===== src/sv/wsm_pkg.sv =====
// Shared types, codes and constants of the stack machine step block.
`timescale 1ns / 1ps

package wsm_pkg;

	// Default sizes of the local slot store and the value stack.
	localparam int WSM_MAX_LOCALS  = 32;
	localparam int WSM_STACK_DEPTH = 256;

	// Entries of the queue between front and back; kept a power of two.
	localparam int QUEUE_DEPTH = 2;
	localparam int QPW         = $clog2(QUEUE_DEPTH);
	localparam int QCW         = $clog2(QUEUE_DEPTH + 1);

	// Request kinds.
	localparam logic [1:0] REQ_LOAD  = 2'd0;
	localparam logic [1:0] REQ_START = 2'd1;
	localparam logic [1:0] REQ_CODE  = 2'd2;

	// Opcode bytes.
	localparam logic [7:0] OP_UNREACHABLE = 8'h00;
	localparam logic [7:0] OP_NOP         = 8'h01;
	localparam logic [7:0] OP_END         = 8'h0B;
	localparam logic [7:0] OP_LOCAL_GET   = 8'h20;
	localparam logic [7:0] OP_I32_ADD     = 8'h6A;

	// Value types.
	localparam logic [1:0] TY_I32 = 2'd0;

	// Result status codes.
	localparam logic [3:0] ST_OK     = 4'd0;
	localparam logic [3:0] ST_END    = 4'd1;
	localparam logic [3:0] ST_UNDER  = 4'd2;
	localparam logic [3:0] ST_TYPE   = 4'd3;
	localparam logic [3:0] ST_INDEX  = 4'd4;
	localparam logic [3:0] ST_OPCODE = 4'd5;
	localparam logic [3:0] ST_LEB    = 4'd6;
	localparam logic [3:0] ST_OVER   = 4'd7;
	localparam logic [3:0] ST_HALTED = 4'd8;

	// Opcode class as decided by the front.
	typedef enum logic [2:0] {
		OPC_NOP,
		OPC_END,
		OPC_GET,
		OPC_ADD,
		OPC_BAD
	} opc_t;

	// One classified beat as it travels through the queue.
	typedef struct packed {
		logic [1:0]  req;
		opc_t        op;
		logic        leb_more;
		logic        leb_hi;
		logic [7:0]  code_byte;
		logic [4:0]  local_index;
		logic [63:0] local_value;
		logic [1:0]  local_type;
	} wsm_entry_t;

endpackage


===== src/sv/wsm_queue.sv =====
// Short queue of classified beats between the front and the back.
`timescale 1ns / 1ps

module wsm_queue import wsm_pkg::*; (
	input  logic       clk,
	input  logic       arst_n,
	input  logic       push,
	input  wsm_entry_t push_entry,
	output logic       full,
	output logic       head_valid,
	output wsm_entry_t head,
	input  logic       pop
);

	wsm_entry_t           entries_q [QUEUE_DEPTH];
	logic [QPW-1:0]       wr_ptr_q;
	logic [QPW-1:0]       rd_ptr_q;
	logic [QCW-1:0]       count_q;

	assign full       = (count_q == QCW'(QUEUE_DEPTH));
	assign head_valid = (count_q != '0);
	assign head       = entries_q[rd_ptr_q];

	// Pointers and fill count.
	always_ff @(posedge clk or negedge arst_n) begin
		if (!arst_n) begin
			wr_ptr_q <= '0;
			rd_ptr_q <= '0;
			count_q  <= '0;
		end else begin
			if (push) begin
				wr_ptr_q <= wr_ptr_q + QPW'(1);
			end
			if (pop) begin
				rd_ptr_q <= rd_ptr_q + QPW'(1);
			end
			if (push && !pop) begin
				count_q <= count_q + QCW'(1);
			end else if (pop && !push) begin
				count_q <= count_q - QCW'(1);
			end
		end
	end

	// Entry storage.
	always_ff @(posedge clk) begin
		if (push) begin
			entries_q[wr_ptr_q] <= push_entry;
		end
	end

endmodule


===== config.mk =====
export PLATFORM = sky130hd
export DESIGN_NAME = wsm_queue
export DESIGN_NICKNAME = d
export VERILOG_FILES = /design/src/sv/wsm_pkg.sv /design/src/sv/wsm_queue.sv
export SDC_FILE = /design/constraint.sdc
export NUM_CORES = 1
export LEC_CHECK = 0
export BUFFER_PORTS_ARGS = -buffer_cell sky130_fd_sc_hd__clkbuf_2
export CORE_MARGIN = 5
export CORE_UTILIZATION = 47
export CTS_CLUSTER_DIAMETER = 60
export DETAILED_ROUTE_END_ITERATION = 7
export PLACE_DENSITY = 0.74
export SLEW_MARGIN = 30
export SYNTH_ARGS = -nofsm -noshare
export SYNTH_HDL_FRONTEND = slang
export SYNTH_SLANG_ARGS = --single-unit

===== constraint.sdc =====
create_clock -name clk -period 4.6 [get_ports clk]
set_input_delay 0.46 -clock clk [delete_from_list [all_inputs] [get_ports clk]]
set_output_delay 0.46 -clock clk [all_outputs]
set_load 0.02 [all_outputs]

* Word level (Yosys, flattened, before mapping)
Memories as Yosys holds them, arrays and structs flattened. Cells that the tools add are included.
Operators by class: add/subtract/negate cells 4, $mul 0, divide/modulo/power cells 0, magnitude comparators 0, equal/unequal tests 1, shift-type cells 0, multiplexer cells 4, bitwise logic cells 0, reductions and logical operators 6
Operator list (count):
- two-way mux 2 bit | 2
- nonzero test 2 bit | 2
- adder 1 bit (second input constant) | 2
- adder 2 x 1 -> 2 bit (second input constant) | 1
- == test 2 bit (second input constant) | 1
- logical AND 1 bit | 2
- zero test 1 bit | 2
- two-way mux 1 bit | 2
- subtractor 2 x 1 -> 2 bit (second input constant) | 1
Storage, ports and cells: register bits after elaboration 4, bits in latches 0, RAM bits 172, ROM bits 0, bits of input ports 90, output and inout port bits 88, logic and storage cells 19, memories 1
Memories:
- entries_q | depth 2, width 86, read ports 1, clocked after Yosys merged registers in 0, wr ports 1, line wsm_queue.sv:15 | wsm_entry_t entries_q [QUEUE_DEPTH];

* Logic depth before layout (Yosys ltp)
depth in word-level cells 4, gate-level depth with buffers 5, depth with buffers taken out 5

* Worst setup path after synthesis
Ideal clock, no wire load.
kind input port to flip-flop, start input port push, end memory entries_q[0][0] (netlist name), enable pin, library setup time 541 ps, data arrival time 4214 ps, data required time 4059 ps, setup slack -156 ps, stages 1, path buffers 0, cells stage by stage nor2b_1
On the way: longest elaborated chain between the ends 2
Ends and longest elaborated chain:
- from (decl) | line wsm_queue.sv:7 | input logic push,
- two-way mux 1 bit | line wsm_queue.sv:47 | if (push) begin
- two-way mux 1 bit (implied by the code) | line wsm_queue.sv:48 | entries_q[wr_ptr_q] <= push_entry;
- to (decl) | line wsm_queue.sv:15
Every way passes these cells.

==> results_dict.tcl <==
set metrics [dict create \
    run_status "finished clean" \
    initial_core_util_pct 47.50 \
    setup_tns_ns 0 \
    reg2reg_to "entries_q[1][29]" \
    crit_path_end_kind "output port" \
    required_time_of_the_critical_path_ns 4.14 \
    hp-start "push_entry[75]" \
    pwr-share-seq_pct 42.3 \
    reg2reg_from "wr_ptr_q" \
    boundaryPins 178 \
    post_cts_resized 0 \
    core_area_mm2 0.01372 \
    number_of_buffers_inserted_for_hold_repair_after_clock_tree_synthesis 1 \
    hold_violations 0 \
    cts.path.max_buffers 2 \
    synth-adder-area-share_pct 0.1920 \
    switching_share_pct 30.42 \
    max_slew_violation_count 0 \
    worst_setup_path_start_kind "flop" \
    totalWireLength_um 11350 \
    gp_congestion 0.7339 \
    timing.final.crit_period_ns 2.605 \
    dieHeight_um 127.7 \
    layout.cells.most_common "sky130_fd_sc_hd__clkbuf_2" \
    hp_class "input port to flop" \
    post_synth_num_cell_types 14 \
    worst-r2r-setup-slack_ns 2.60 \
    critPathMaxStageDelay_ns 0.82 \
    grt_start_max_net_pins 57 \
    final_net_count 567 \
    reg2reg_depth 2 \
    leakage_uw 0.003247 \
    cellPowerDensity_mw_per_mm2 653.5 \
    die_area_mm2 0.01632 \
    drt-pass1-iter-count 4 \
    comb_power_share_pct 30.7 \
    die_w_um 127.7 \
    mappedNetlistNets 375 \
    synth_warnings 0 \
    syn-instance-count 284 \
    drt-vias-per-instance 4.873 \
    grt-ovfl-total 0 \
    synth_top_family_by_area "multiplexers" \
    grt_usage_pct 14.47 \
    crit_chain "buf_4 > mux2_2 > clkbuf_2" \
    cp_slowest_cell "sky130_fd_sc_hd__dfrtp_4" \
    synth-compound-area-share_pct 0 \
    clock_tree.root_cell "sky130_fd_sc_hd__clkbuf_16" \
    drt-wirelength-per-cell_um 16.97 \
    port-buffer-count 177 \
    slew_headroom_pct 48.48 \
    setup_viol 0 \
    ys_seq_elements 176 \
    skew_ns 0.005701 \
    actual_slew_at_the_worst_max_slew_pin_ns 0.7728 \
    fin_crit_sh_pct 56.63 \
    drc_errors 0 \
    fmax_mhz 383.9 \
    most-common-layout-cells "177 x sky130_fd_sc_hd__clkbuf_2, 172 x sky130_fd_sc_hd__edfxtp_1, 56 x sky130_fd_sc_hd__mux2_2, 30 x sky130_fd_sc_hd__mux2_4, 17 x sky130_fd_sc_hd__clkbuf_16" \
    clock_power_share_pct 27.0 \
    critPathKind "flop to output port" \
    antenna-diode-count 0 \
    antenna_found_initial 0 \
    clkTransAtPathRegs_ns 0.06 \
    synth.area.mux_share_pct 16.59 \
    critical_path.top_delay_family "flip-flops" \
    synth_simple_gate_area_share_pct 0.4416 \
    internal_power_uw 3756 \
    cts_inserted_buffers 17 \
    synth-seq-area-share_pct 80.80 \
    critical_path_peak_fanout 33 \
    critical_path_arrival_ns 2.14 \
    power_switching_uw 1642 \
    grt_pass1_vias 3560 \
    clock_tree_from_tritoncts "yes" \
    detailroute.via_count 3260 \
    synth_xor_area_share_pct 0.6720 \
    hpwl_um 7802 \
    synth_area_mm2 0.006516 \
    rsz0062_at_grt "no" \
    final_layout_size_suffix_gt1_share_pct 60.94 \
    worst-path-buf-inv 2 \
    clkLatencyLatePin_ns 0.42 \
    wire_length_of_the_first_global_routing_pass_um 17610 \
    vdd_ir_drop_max_mv 0.4214 \
    htreeDepth 4 \
    placementRows 43 \
    worst_hold_path.num_cells 1 \
    areaGrowthSynthToFinish_pct 26.75 \
    utilization_of_the_core_after_routing_pct 60.20 \
    clock-sinks 176 \
    dr.first_iter.drc_count 157 \
    avgSynthCellArea_um2 22.94 \
    postCtsSetupRepairBufs 0 \
    hold-path-endpoint "entries_q[1][75]" \
    max_cap_violations 0 \
    antenna_left 0 \
]
==> sequential cells by signal (all words and copies together), names as in the netlist <==
register and cells:
count_q 2, entries_q 172, rd_ptr_q 1, wr_ptr_q 1
==> per-layer routing <==
metal,GRT usage (%),share of wire [%]
met5,0,0
met4,6.367,1.9
met3,6.042,8.5
met2,24.28,50
met1,16.17,40
==> worst max path at each step <==
stage	end	slack, ns	from	cells past startpoint
after floorplan	entries_q[0][0]	1.46	push	1
after global placement	head[58]	2.05	rd_ptr_q	3
after detailed placement	entries_q[1][82]	2.38	push	3
after CTS	head[83]	1.94	rd_ptr_q	3
after global routing	head[83]	1.89	rd_ptr_q	3
final	head[83]	2.00	rd_ptr_q	3
==> Yosys cell counts, drive strengths merged <==
master / number / area share (%)
buf: 10 / 1.2
or2: 1 / 0.096
and2: 1 / 0.096
xor2: 4 / 0.54
mux2: 86 / 17
inv: 1 / 0.058
ha: 1 / 0.19
xnor2: 1 / 0.13
dfrtp: 4 / 1.5
edfxtp: 172 / 79
nor2: 1 / 0.058
nor2b: 2 / 0.19
==> kinds of logic (layout without fill, tap and decap cells) <==
family	Yosys count	count (layout)
flops	176	176
mux	86	86
buf+inv	11	216
xor+xnor	5	5
simple gates	5	5
fa+ha+maj	1	1
==> stage by stage <==
| step | power (uW) | hold WS, ns | cells | worst slack (ns) | area [um2] |
|---|---|---|---|---|---|
| after detailed placement | 4013 | 0.2803 | 636 | 2.380 | 7642 |
| after CTS | 5480 | 0.2009 | 669 | 1.937 | 8259 |
| after global placement | 3948 | 0.2724 | 634 | 2.048 | 7595 |
| final | 5398 | 0.2252 | 669 | 1.995 | 8259 |
| after global routing | 5653 | 0.2035 | 669 | 1.886 | 8259 |
| after floorplan | 3497 | 0.1644 | 284 | 1.457 | 6519 |
==> power groups by stage <==
stage	Sequential, uW	Clock [uW]	Combinational, uW
after global placement	2370	0	1570
after detailed placement	2320	0	1690
after CTS	2290	1490	1690
after global routing	2310	1580	1760
after floorplan	2240	0	1260
final	2280	1460	1660
==> final cells by class <==
class	instances	area, um2
clock inverter	9	158.9
sequential	176	5269
multi-input combinational	97	1176
fill	1033	5460
timing repair buffer	183	978.4
inverter	1	3.754
clock buffer	23	447.9
tap	180	225.2
(Power assumes the default switching activity.)
