`src/sv/wsm_pkg.sv`:
```
// Shared types, codes and constants of the stack machine step block.
`timescale 1ns / 1ps

package wsm_pkg;

	// Default sizes of the local slot store and the value stack.
	localparam int WSM_MAX_LOCALS  = 32;
	localparam int WSM_STACK_DEPTH = 256;

	// Entries of the queue between front and back; kept a power of two.
	localparam int QUEUE_DEPTH = 2;
	localparam int QPW         = $clog2(QUEUE_DEPTH);
	localparam int QCW         = $clog2(QUEUE_DEPTH + 1);

	// Request kinds.
	localparam logic [1:0] REQ_LOAD  = 2'd0;
	localparam logic [1:0] REQ_START = 2'd1;
	localparam logic [1:0] REQ_CODE  = 2'd2;

	// Opcode bytes.
	localparam logic [7:0] OP_UNREACHABLE = 8'h00;
	localparam logic [7:0] OP_NOP         = 8'h01;
	localparam logic [7:0] OP_END         = 8'h0B;
	localparam logic [7:0] OP_LOCAL_GET   = 8'h20;
	localparam logic [7:0] OP_I32_ADD     = 8'h6A;

	// Value types.
	localparam logic [1:0] TY_I32 = 2'd0;

	// Result status codes.
	localparam logic [3:0] ST_OK     = 4'd0;
	localparam logic [3:0] ST_END    = 4'd1;
	localparam logic [3:0] ST_UNDER  = 4'd2;
	localparam logic [3:0] ST_TYPE   = 4'd3;
	localparam logic [3:0] ST_INDEX  = 4'd4;
	localparam logic [3:0] ST_OPCODE = 4'd5;
	localparam logic [3:0] ST_LEB    = 4'd6;
	localparam logic [3:0] ST_OVER   = 4'd7;
	localparam logic [3:0] ST_HALTED = 4'd8;

	// Opcode class as decided by the front.
	typedef enum logic [2:0] {
		OPC_NOP,
		OPC_END,
		OPC_GET,
		OPC_ADD,
		OPC_BAD
	} opc_t;

	// One classified beat as it travels through the queue.
	typedef struct packed {
		logic [1:0]  req;
		opc_t        op;
		logic        leb_more;
		logic        leb_hi;
		logic [7:0]  code_byte;
		logic [4:0]  local_index;
		logic [63:0] local_value;
		logic [1:0]  local_type;
	} wsm_entry_t;

endpackage

```
`src/sv/wsm_front.sv`:
```
// Front of the stack machine: accepts request beats and classifies code bytes.
`timescale 1ns / 1ps

module wsm_front import wsm_pkg::*; (
	input  logic        req_valid,
	output logic        req_stall,
	input  logic [1:0]  req_type,
	input  logic [7:0]  code_byte,
	input  logic [4:0]  local_index,
	input  logic [63:0] local_value,
	input  logic [1:0]  local_type,
	input  logic        q_full,
	output logic        q_push,
	output wsm_entry_t  q_entry
);

	opc_t op;

	// Back-pressure comes straight from the queue fill state.
	assign req_stall = q_full;
	assign q_push    = req_valid && !q_full;

	// Opcode classification; immediate bytes are told apart later by the phase.
	always_comb begin
		case (code_byte)
			OP_UNREACHABLE, OP_NOP: op = OPC_NOP;
			OP_END:                 op = OPC_END;
			OP_LOCAL_GET:           op = OPC_GET;
			OP_I32_ADD:             op = OPC_ADD;
			default:                op = OPC_BAD;
		endcase
	end

	// LEB128 flags: continuation bit and any of the top four bits.
	always_comb begin
		q_entry.req         = req_type;
		q_entry.op          = op;
		q_entry.leb_more    = code_byte[7];
		q_entry.leb_hi      = |code_byte[7:4];
		q_entry.code_byte   = code_byte;
		q_entry.local_index = local_index;
		q_entry.local_value = local_value;
		q_entry.local_type  = local_type;
	end

endmodule

```
`config.mk`:
```
export PLATFORM = sky130hd
export DESIGN_NAME = wsm_front
export DESIGN_NICKNAME = d
export VERILOG_FILES = /design/src/sv/wsm_pkg.sv /design/src/sv/wsm_front.sv
export SDC_FILE = /design/constraint.sdc
export NUM_CORES = 1
export LEC_CHECK = 0
export BUFFER_PORTS_ARGS = -buffer_cell sky130_fd_sc_hd__buf_4
export CORE_AREA = 5 5 64 66
export DETAILED_ROUTE_END_ITERATION = 8
export DIE_AREA = 0 0 69 71
export PLACE_DENSITY = 0.79
export SYNTH_ARGS = -nofsm -noshare
export SYNTH_HDL_FRONTEND = slang
export SYNTH_SLANG_ARGS = --single-unit
```
`constraint.sdc`:
```
create_clock -name vclk -period 2.4
set_input_delay 0.48 -clock vclk [all_inputs]
set_output_delay 0.48 -clock vclk [all_outputs]
set_load 0.05 [all_outputs]
```
Word-level counts from Yosys, hierarchy flattened --
Index checks and enable logic that the tools add are counted.
Storage, ports and cells: bits in registers 0, word-level logic and storage cells 10, output and inout bits 88
Cells by class: equal/unequal tests 4, mux-type cells 1, reduce and logical (&&, ||, !) cells 5
Operator list (count):
- 3-bit one-hot mux with 4 select lines | 1
- 8-bit by 1-bit == test with 1-bit output, second input constant | 1
- 8-bit by 4-bit == test with 1-bit output, second input constant | 1
- 8-bit by 6-bit == test with 1-bit output, second input constant | 1
- 8-bit by 7-bit == test with 1-bit output, second input constant | 1
- 8-bit zero test | 1
- 4-bit OR reduction | 1
- 2-bit OR reduction | 1
- 1-bit logical AND | 1
- 1-bit zero test | 1

Longest topological paths before layout --
Gate-level depths: netlist of run 1.
depth after elaboration 3, mapped depth 3

Worst setup path before layout of run 1 --
No wires, ideal clock.
path kind input port to output port, start input code_byte[7], end output q_entry[82] (netlist bit), data required time 1.920 ns, stages 2, path slack -0.116 ns, arrival time 2.036 ns, cells stage by stage or3_1 -> a2111oi_2
RTL lines:
- from (decl) | line wsm_front.sv:8 | input logic [7:0] code_byte,
- to (decl) | line wsm_front.sv:14 | output wsm_entry_t q_entry

==> impl_metrics.env, run 1 <==
export IMPL_outcome="finished, final reports clean"
export IMPL_clock_buffer_count=0
export IMPL_synth_lib_cells_used_distinct=14
export IMPL_drv_max_cap_violation_count=0
export IMPL_core_rowCount=22
export IMPL_finalHoldViolations=0
export IMPL_die_width_um=69
export IMPL_worstPathArrival_ns=1.64
export IMPL_ff_latch_count=0
export IMPL_grt_max_degree=7
export IMPL_worstMarginPinSlew_ns=0.262
export IMPL_multi_input_comb_area_um2=96.3
export IMPL_gr_usage_all_layers_pct=5.29
export IMPL_ir_worst_vdd_uv=25.5
export IMPL_rsz_0062_raised_after_global_routing="no"
export IMPL_postSynthCellCount=97
export IMPL_power_density_nw_per_um2=233
export IMPL_globalplace_congestion=0.891
export IMPL_synthMuxAreaShare_pct=0
export IMPL_holdCritPathClass="primary input to output port"
export IMPL_initial_utilization_pct=20.5
export IMPL_placement_cell_area_um2=348
export IMPL_post_synthesis_net_count=180
export IMPL_dp_slack_ns=0.289
export IMPL_cts_resized=0
export IMPL_most_common_layout_cells="sky130_fd_sc_hd__buf_4, sky130_fd_sc_hd__nor2b_1"
export IMPL_drc=0
export IMPL_critPathCapture="q_entry[82]"
export IMPL_routed_wirelength_mm=1.51
export IMPL_min_period_over_period_pct=88.3
export IMPL_grt_antenna_before_repair=0
export IMPL_detailedRoute_firstIterationViolations=0
export IMPL_final_cell_area_um2=348
export IMPL_design_core_area_um2=3520
export IMPL_critPathCaptureType="output port"
export IMPL_routed_via_count=328
export IMPL_io_pins=171
export IMPL_post_route_cells_drive_above_1_share_pct=69.2
export IMPL_holdBufCountCts=0
export IMPL_route_detailed_vias_per_inst=3.77
export IMPL_synth_area_leaders="sky130_fd_sc_hd__buf_4, sky130_fd_sc_hd__a2111oi_2, sky130_fd_sc_hd__nor2b_1"
export IMPL_synth_top_area_share_pct=86.2
export IMPL_drt_pre_antenna_iters=1
export IMPL_maxSlewHeadroom_pct=82.5
export IMPL_io_buffer_count=25
export IMPL_p_leak_nw=0.144
export IMPL_route_detailed_wl_per_inst_um=17.4
export IMPL_detailed_placement_hpwl_mm=1.31
export IMPL_antenna_cells=0
export IMPL_via_count_of_the_first_global_routing_pass=342
export IMPL_finalNetCount=124
export IMPL_postCtsSetupBuffers=0
export IMPL_yosys_area_share_adder_pct=0
export IMPL_data_required_time_of_the_critical_path_ns=1.92
export IMPL_total_congestion_overflow=0
export IMPL_synth_xor_xnor_area_share_pct=0
export IMPL_synth_compound_area_share_pct=5.19
export IMPL_timing_setup_critical_path_class="primary input to output port"
export IMPL_clock_fmax_mhz=472
export IMPL_antenna_left=0
export IMPL_timing_final_max_slew_violations=0
export IMPL_netlist_top_cell_by_area="sky130_fd_sc_hd__buf_4"
export IMPL_fillCellCount=429
export IMPL_yosys_area_share_simple_pct=8.13
export IMPL_die_area_um2=4900
export IMPL_finalSetupViolations=0
export IMPL_synth_seq_area_share_pct=0
export IMPL_cp_max_fo=4
export IMPL_shortest_period_the_worst_path_allows_ns=2.12
export IMPL_yosysWarningCount=0
export IMPL_die_height_um=71
export IMPL_fin_ws_ns=0.282
export IMPL_total_chip_power_mw=0.0812
export IMPL_final_common_cell="sky130_fd_sc_hd__buf_4"
export IMPL_final_seq_area_um2=0
export IMPL_worst_hold_slack_ns=0.960
export IMPL_post_synth_cell_area_avg_um2=7.46
export IMPL_crit_path_start_kind="primary input"
export IMPL_grt_first_pass_wirelength_mm=2.11
export IMPL_largest_family_of_logic_cells_by_synthesized_area="buffers and inverters"
export IMPL_syn_area_um2=723
export IMPL_area_growth_syn_to_layout_pct=-51.9
export IMPL_crit_path_start="code_byte[7]"
[cells in the mapped netlist]
master	instances
sky130_fd_sc_hd__a21oi_1	1
sky130_fd_sc_hd__inv_1	1
sky130_fd_sc_hd__or4_1	1
sky130_fd_sc_hd__buf_4	83
sky130_fd_sc_hd__nor3_1	1
sky130_fd_sc_hd__nand3_1	1
sky130_fd_sc_hd__or3_4	1
sky130_fd_sc_hd__o31a_1	1
sky130_fd_sc_hd__a211o_1	1
sky130_fd_sc_hd__nor2b_1	2
sky130_fd_sc_hd__a2111oi_2	1
sky130_fd_sc_hd__nor3b_1	1
sky130_fd_sc_hd__or3_1	1
sky130_fd_sc_hd__nand2_1	1
[critical path: stages]
cell                        delay, ns
sky130_fd_sc_hd__buf_4           0.12
sky130_fd_sc_hd__or3_1           0.43
sky130_fd_sc_hd__a2111oi_2       0.35
sky130_fd_sc_hd__buf_4           0.25
[report_power, final]
part | switching [mW] | internal (mW) | total [mW]
clock | 0 | 0 | 0
combinational | 0.0534 | 0.0278 | 0.0812
sequential | 0 | 0 | 0
total | 0.0534 | 0.0278 | 0.0812
[per-layer routing]
metal  vias up  GRT usage (%)  share of wire (%)
met5         -              0                  0
met4         0           8.03                 15
met3        40           6.82                 29
met2        57           7.42                 41
met1       124           2.09                 14
li1        107              -                  -
[cells by family after synthesis]
logic type	Yosys count
AOI/OAI and AO/OA	4
buffers and inverters	84
and+or+nand+nor	9
[through the flow]
stage	utilization (%)	setup TNS [ns]	instances
finish	9.87	0	87
global route	9.87	0	87
CTS	9.87	0	87
detailed placement	9.87	0	87
global placement	9.87	0	87
floorplan	-	-0.210	97
[cell type report]
type | instances | area share [%]
Multi-Input combinational cell | 13 | 27.7
Tap cell | 48 | 17.3
Timing Repair Buffer | 25 | 54.0
Inverter | 1 | 1.08
[how the worst min path moves through the flow]
| stage | cells after the start | to | start | slack, ns |
|---|---|---|---|---|
| after floorplan | 1 | q_entry[82] | code_byte[0] | 1.05 |
| after global placement | 0 | q_entry[11] | local_value[9] | 0.96 |
| after detailed placement | 0 | q_entry[11] | local_value[9] | 0.96 |
| after CTS | 0 | q_entry[11] | local_value[9] | 0.96 |
| after global routing | 0 | q_entry[38] | local_value[36] | 0.96 |
| final | 0 | q_entry[21] | local_value[19] | 0.96 |
No activity file was read; power rests on OpenSTA's default activity.
==> run 2: changes to the inputs <==
==> config.mk (replaced) <==
export PLATFORM = sky130hd
export DESIGN_NAME = wsm_front
export DESIGN_NICKNAME = d
export VERILOG_FILES = /design/src/sv/wsm_pkg.sv /design/src/sv/wsm_front.sv
export SDC_FILE = /design/constraint.sdc
export NUM_CORES = 1
export LEC_CHECK = 0
export CORE_AREA = 5 5 63 65
export DETAILED_ROUTE_END_ITERATION = 8
export DIE_AREA = 0 0 68 70
export DONT_BUFFER_PORTS = 1
export GPL_TIMING_DRIVEN = 0
export PLACE_DENSITY = 0.37
export SYNTH_ARGS = -nofsm -noshare
export SYNTH_HDL_FRONTEND = slang
export SYNTH_SLANG_ARGS = --single-unit
==> constraint.sdc (replaced) <==
create_clock -name vclk -period 1.96
set_input_delay 0.392 -clock vclk [all_inputs]
set_output_delay 0.392 -clock vclk [all_outputs]
set_load 0.05 [all_outputs]
==> run 2 against run 1 <==
Compared with the run above: core utilization grew 15 points; first-iteration DRC count grew 1; worst hold slack lost 0.088 ns; setup slack lost 0.27 ns; via count grew 65%; global-route usage grew 2.1 points; combinational power grew to 6.0 times the previous value; sequential share of layout area is the same; critical path type unchanged.
==> impl_metrics.env, run 2 (synthesized netlist as in run 1, its figures left out) <==
export IMPL_io_buffer_count=0
export IMPL_gr_usage_all_layers_pct=7.43
export IMPL_ff_latch_count=0
export IMPL_crit_path_start_kind="primary input"
export IMPL_die_width_um=68
export IMPL_wl_met2_mm=1.38
export IMPL_route_detailed_wl_per_inst_um=17.1
export IMPL_finalSetupViolations=0
export IMPL_via_count_of_the_first_global_routing_pass=561
export IMPL_final_cell_area_um2=810
export IMPL_final_common_cell="sky130_fd_sc_hd__buf_4"
export IMPL_io_pins=171
export IMPL_drt_pre_antenna_iters=2
export IMPL_holdBufCountCts=0
export IMPL_p_leak_nw=0.433
export IMPL_cp_num_buf_inv=0
export IMPL_rsz_0062_raised_after_global_routing="yes"
export IMPL_post_route_cells_drive_above_1_share_pct=89.7
export IMPL_seq_power_share_pct=0
export IMPL_detailedRoute_firstIterationViolations=1
export IMPL_die_area_um2=4760
export IMPL_core_rowCount=21
export IMPL_detailed_placement_hpwl_mm=2.39
export IMPL_critical_path_slowest_cell="sky130_fd_sc_hd__a2111oi_4"
export IMPL_shortest_period_the_worst_path_allows_ns=1.95
export IMPL_most_common_layout_cells="sky130_fd_sc_hd__buf_4, sky130_fd_sc_hd__or3_4, sky130_fd_sc_hd__nor2b_1"
export IMPL_p_clk_share_pct=0
export IMPL_drv_max_cap_violation_count=0
export IMPL_data_required_time_of_the_critical_path_ns=1.57
export IMPL_routed_wirelength_mm=2.45
export IMPL_grt_first_pass_wirelength_mm=2.83
export IMPL_clock_fmax_mhz=513
export IMPL_min_period_over_period_pct=99.4
export IMPL_wire_length_on_met1_um=540
export IMPL_timing_final_max_slew_violations=0
export IMPL_ir_worst_vdd_uv=183
export IMPL_dp_slack_ns=-0.148
export IMPL_timing_setup_critical_path_class="primary input to output port"
export IMPL_maxSlewHeadroom_pct=37.0
export IMPL_finalNetCount=182
export IMPL_critical_path_cell_count=2
export IMPL_routed_via_count=542
export IMPL_max_stage_delay_ns=0.77
export IMPL_critPathCaptureType="output port"
export IMPL_fin_ws_ns=0.0122
export IMPL_antenna_left=0
export IMPL_clock_buffer_count=0
export IMPL_design_core_area_um2=3280
export IMPL_min_delay_path_depth=1
export IMPL_globalplace_congestion=0.651
export IMPL_p_comb_share_pct=100.0
export IMPL_grt_antenna_before_repair=0
export IMPL_antenna_cells=0
export IMPL_netSwitchingFraction_pct=75.4
export IMPL_drc=0
export IMPL_total_congestion_overflow=0
export IMPL_initial_utilization_pct=22.0
export IMPL_area_growth_syn_to_layout_pct=11.9
export IMPL_die_height_um=70
export IMPL_p_int_mw=0.120
export IMPL_worstMarginPinSlew_ns=0.944
export IMPL_totalNegativeSetupSlack_ns=0
export IMPL_timing_critical_path_cells="or3_4 -> a2111oi_4"
export IMPL_power_switching_mw=0.369
export IMPL_top_layer_used="met3"
export IMPL_wl_met3_um=528
export IMPL_power_density_nw_per_um2=604
export IMPL_postLayoutCoreUtil_pct=24.6
export IMPL_grt_max_degree=7
export IMPL_placement_cell_area_um2=798
export IMPL_critical_path_top_delay_family="compound AO/OA/AOI/OAI gates"
export IMPL_holdCritPathClass="primary input to output port"
export IMPL_finalHoldViolations=0
export IMPL_outcome="finished, final reports clean"
export IMPL_final_seq_area_um2=0
export IMPL_cp_max_fo=6
export IMPL_route_detailed_vias_per_inst=3.79
export IMPL_worstPathArrival_ns=1.56
-- run 2: cell count changes in the layout (fill, tap and decap cells not counted), sizes merged --
cell / before / now
buf: 25 / 83
-- run 2: power by group through the flow --
stage	combinational, mW	clock (mW)	sequential [mW]
4_1_cts	0.493	0	0
2_1_floorplan	0.475	0	0
3_5_place_dp	0.491	0	0
6_report	0.489	0	0
3_3_place_gp	0.492	0	0
5_1_grt	0.501	0	0
-- run 2: repair_timing --
action / 4_1_cts / 5_1_grt
endpoints found under the hold margin: 0 / 0
endpoints found under the setup margin: 2 / 1
pin swaps: 1 / 0
gates cloned: 0 / 0
buffers inserted: 0 / 0
gates resized for setup: 2 / 0
-- run 2: area by class of cell --
cell class,instances,area [um2]
fill,348,2470
multi-input combinational,13,125
buffer,83,623
tap,46,57.6
inverter,1,3.75
-- run 2: worst paths after layout --
kind	startpoint	endpoint	slack (ns)
setup / recovery	code_byte[6]	q_entry[82]	0.01
hold / removal	code_byte[0]	q_entry[82]	0.87
-- run 2: layer usage --
metal,vias up,global-route usage [%]
met5,-,0
met3,0,1.76
li1,222,-
met1,222,5.83
met4,0,0
met2,98,17.2
-- run 2: through the flow --
step / std cells / hold WS (ns) / total power, mW
5_1_grt: 143 / 0.873 / 0.501
2_1_floorplan: 97 / 0.840 / 0.475
3_3_place_gp: 143 / 0.847 / 0.492
3_5_place_dp: 143 / 0.849 / 0.491
6_report: 143 / 0.872 / 0.489
4_1_cts: 143 / 0.872 / 0.493
==> run 3: changes to the inputs <==
--- a/config.mk
+++ b/config.mk
@@ -5,12 +5,15 @@
 export SDC_FILE = /design/constraint.sdc
 export NUM_CORES = 1
 export LEC_CHECK = 0
+export ABC_CLOCK_PERIOD_IN_PS = 1960
+export CELL_PAD_IN_SITES_DETAIL_PLACEMENT = 0
+export CELL_PAD_IN_SITES_GLOBAL_PLACEMENT = 1
 export CORE_AREA = 5 5 63 65
 export DETAILED_ROUTE_END_ITERATION = 8
 export DIE_AREA = 0 0 68 70
 export DONT_BUFFER_PORTS = 1
 export GPL_TIMING_DRIVEN = 0
-export PLACE_DENSITY = 0.37
+export PLACE_DENSITY = 0.59
 export SYNTH_ARGS = -nofsm -noshare
 export SYNTH_HDL_FRONTEND = slang
 export SYNTH_SLANG_ARGS = --single-unit
==> run 3 against run 2 <==
Compared with the run above: combinational power is essentially flat; total power about the same; worst hold slack lost 0.0042 ns; flip-flop and latch count is the same; via count is 1.1% higher; die area unchanged; critical path depth unchanged; critical path type unchanged.
==> impl_metrics.env, run 3 (synthesized netlist as in run 1, its figures left out) <==
export IMPL_outcome="finished, final reports clean"
export IMPL_grt_max_degree=7
export IMPL_final_seq_area_um2=0
export IMPL_route_detailed_vias_per_inst=3.83
export IMPL_finalNetCount=182
export IMPL_min_period_over_period_pct=98.1
export IMPL_number_of_cells_after_detailed_placement=143
export IMPL_routed_wirelength_mm=2.33
export IMPL_io_pins=171
export IMPL_cp_max_fo=6
export IMPL_gr_usage_all_layers_pct=6.72
export IMPL_critical_path_slowest_cell="sky130_fd_sc_hd__a2111oi_4"
export IMPL_io_buffer_count=0
export IMPL_ff_latch_count=0
export IMPL_p_leak_nw=0.433
export IMPL_cp_num_buf_inv=0
export IMPL_area_growth_syn_to_layout_pct=11.9
export IMPL_via_count_of_the_first_global_routing_pass=501
export IMPL_totalNegativeSetupSlack_ns=0
export IMPL_antenna_cells=0
export IMPL_crit_path_start_kind="primary input"
export IMPL_route_detailed_wl_per_inst_um=16.3
export IMPL_timing_final_max_slew_violations=0
export IMPL_rsz_0062_raised_after_global_routing="no"
export IMPL_worst_hold_slack_ns=0.868
export IMPL_core_rowCount=21
export IMPL_worstMarginPinSlew_ns=0.936
export IMPL_drt_pre_antenna_iters=2
export IMPL_total_congestion_overflow=0
export IMPL_data_required_time_of_the_critical_path_ns=1.57
export IMPL_dp_slack_ns=-0.117
export IMPL_finalSetupViolations=0
export IMPL_antenna_left=0
export IMPL_max_stage_delay_ns=0.75
export IMPL_detailed_placement_hpwl_mm=2.26
export IMPL_power_density_nw_per_um2=604
export IMPL_grt_antenna_before_repair=0
export IMPL_cts_resized=2
export IMPL_ir_worst_vdd_uv=149
export IMPL_globalplace_congestion=0.657
export IMPL_final_common_cell="sky130_fd_sc_hd__buf_4"
export IMPL_clock_fmax_mhz=520
export IMPL_holdBufCountCts=0
export IMPL_fillCellCount=356
export IMPL_finalHoldViolations=0
export IMPL_critPathCaptureType="output port"
export IMPL_drv_max_cap_violation_count=0
export IMPL_number_of_cells_in_the_finished_layout_apart_from_fillers=143
export IMPL_postCtsSetupBuffers=0
export IMPL_design_core_area_um2=3280
export IMPL_most_common_layout_cells="sky130_fd_sc_hd__buf_4, sky130_fd_sc_hd__or3_4, sky130_fd_sc_hd__nor2b_1"
export IMPL_detailedRoute_firstIterationViolations=2
export IMPL_postLayoutCoreUtil_pct=24.6
export IMPL_clock_buffer_count=0
export IMPL_fin_ws_ns=0.0366
export IMPL_timing_critical_path_cells="or3_4 -> a2111oi_4"
export IMPL_die_height_um=70
export IMPL_initial_utilization_pct=22.0
export IMPL_drc=0
export IMPL_post_route_cells_drive_above_1_share_pct=89.7
export IMPL_grt_first_pass_wirelength_mm=2.62
export IMPL_routed_via_count=548
export IMPL_die_width_um=68
export IMPL_worstPathArrival_ns=1.53
export IMPL_die_area_um2=4760
export IMPL_timing_setup_critical_path_class="primary input to output port"
export IMPL_holdCritPathClass="primary input to output port"
export IMPL_shortest_period_the_worst_path_allows_ns=1.92
export IMPL_maxSlewHeadroom_pct=37.5
export IMPL_critical_path_top_delay_family="compound AO/OA/AOI/OAI gates"
## run 3: cell counts in the layout (fill, tap and decap cells not counted)
Identical to the previous run, type by type.
## run 3: worst paths after layout
kind | start | to | slack, ns | depth (start not counted)
setup / recovery | code_byte[6] | q_entry[82] | 0.04 | 2
hold / removal | code_byte[0] | q_entry[82] | 0.87 | 1
## run 3: cell type report
class	count	area (um2)	share of cell area, %
tap	46	57.6	7.11
buffer	83	623	77.0
multi-input combinational	13	125	15.5
inverter	1	3.75	0.464
## run 3: where the power goes
group,total (mW),switching (mW),internal (mW)
clock network,0,0,0
registers,0,0,0
logic,0.489,0.369,0.120
total,0.489,0.369,0.120
## run 3: per-stage QoR
step | power, mW | cell area (um2)
2_1_floorplan | 0.475 | 741
4_1_cts | 0.493 | 810
5_1_grt | 0.500 | 810
3_5_place_dp | 0.491 | 798
6_report | 0.489 | 810
3_3_place_gp | 0.493 | 798
## run 3: routing by layer
layer | share of wire (%) | GRT usage, % | vias to the layer above
li1 | - | - | 222
met1 | 23 | 4.77 | 236
met2 | 55 | 15.3 | 90
met3 | 22 | 2.88 | 0
met4 | 0 | 0 | 0
met5 | 0 | 0 | -
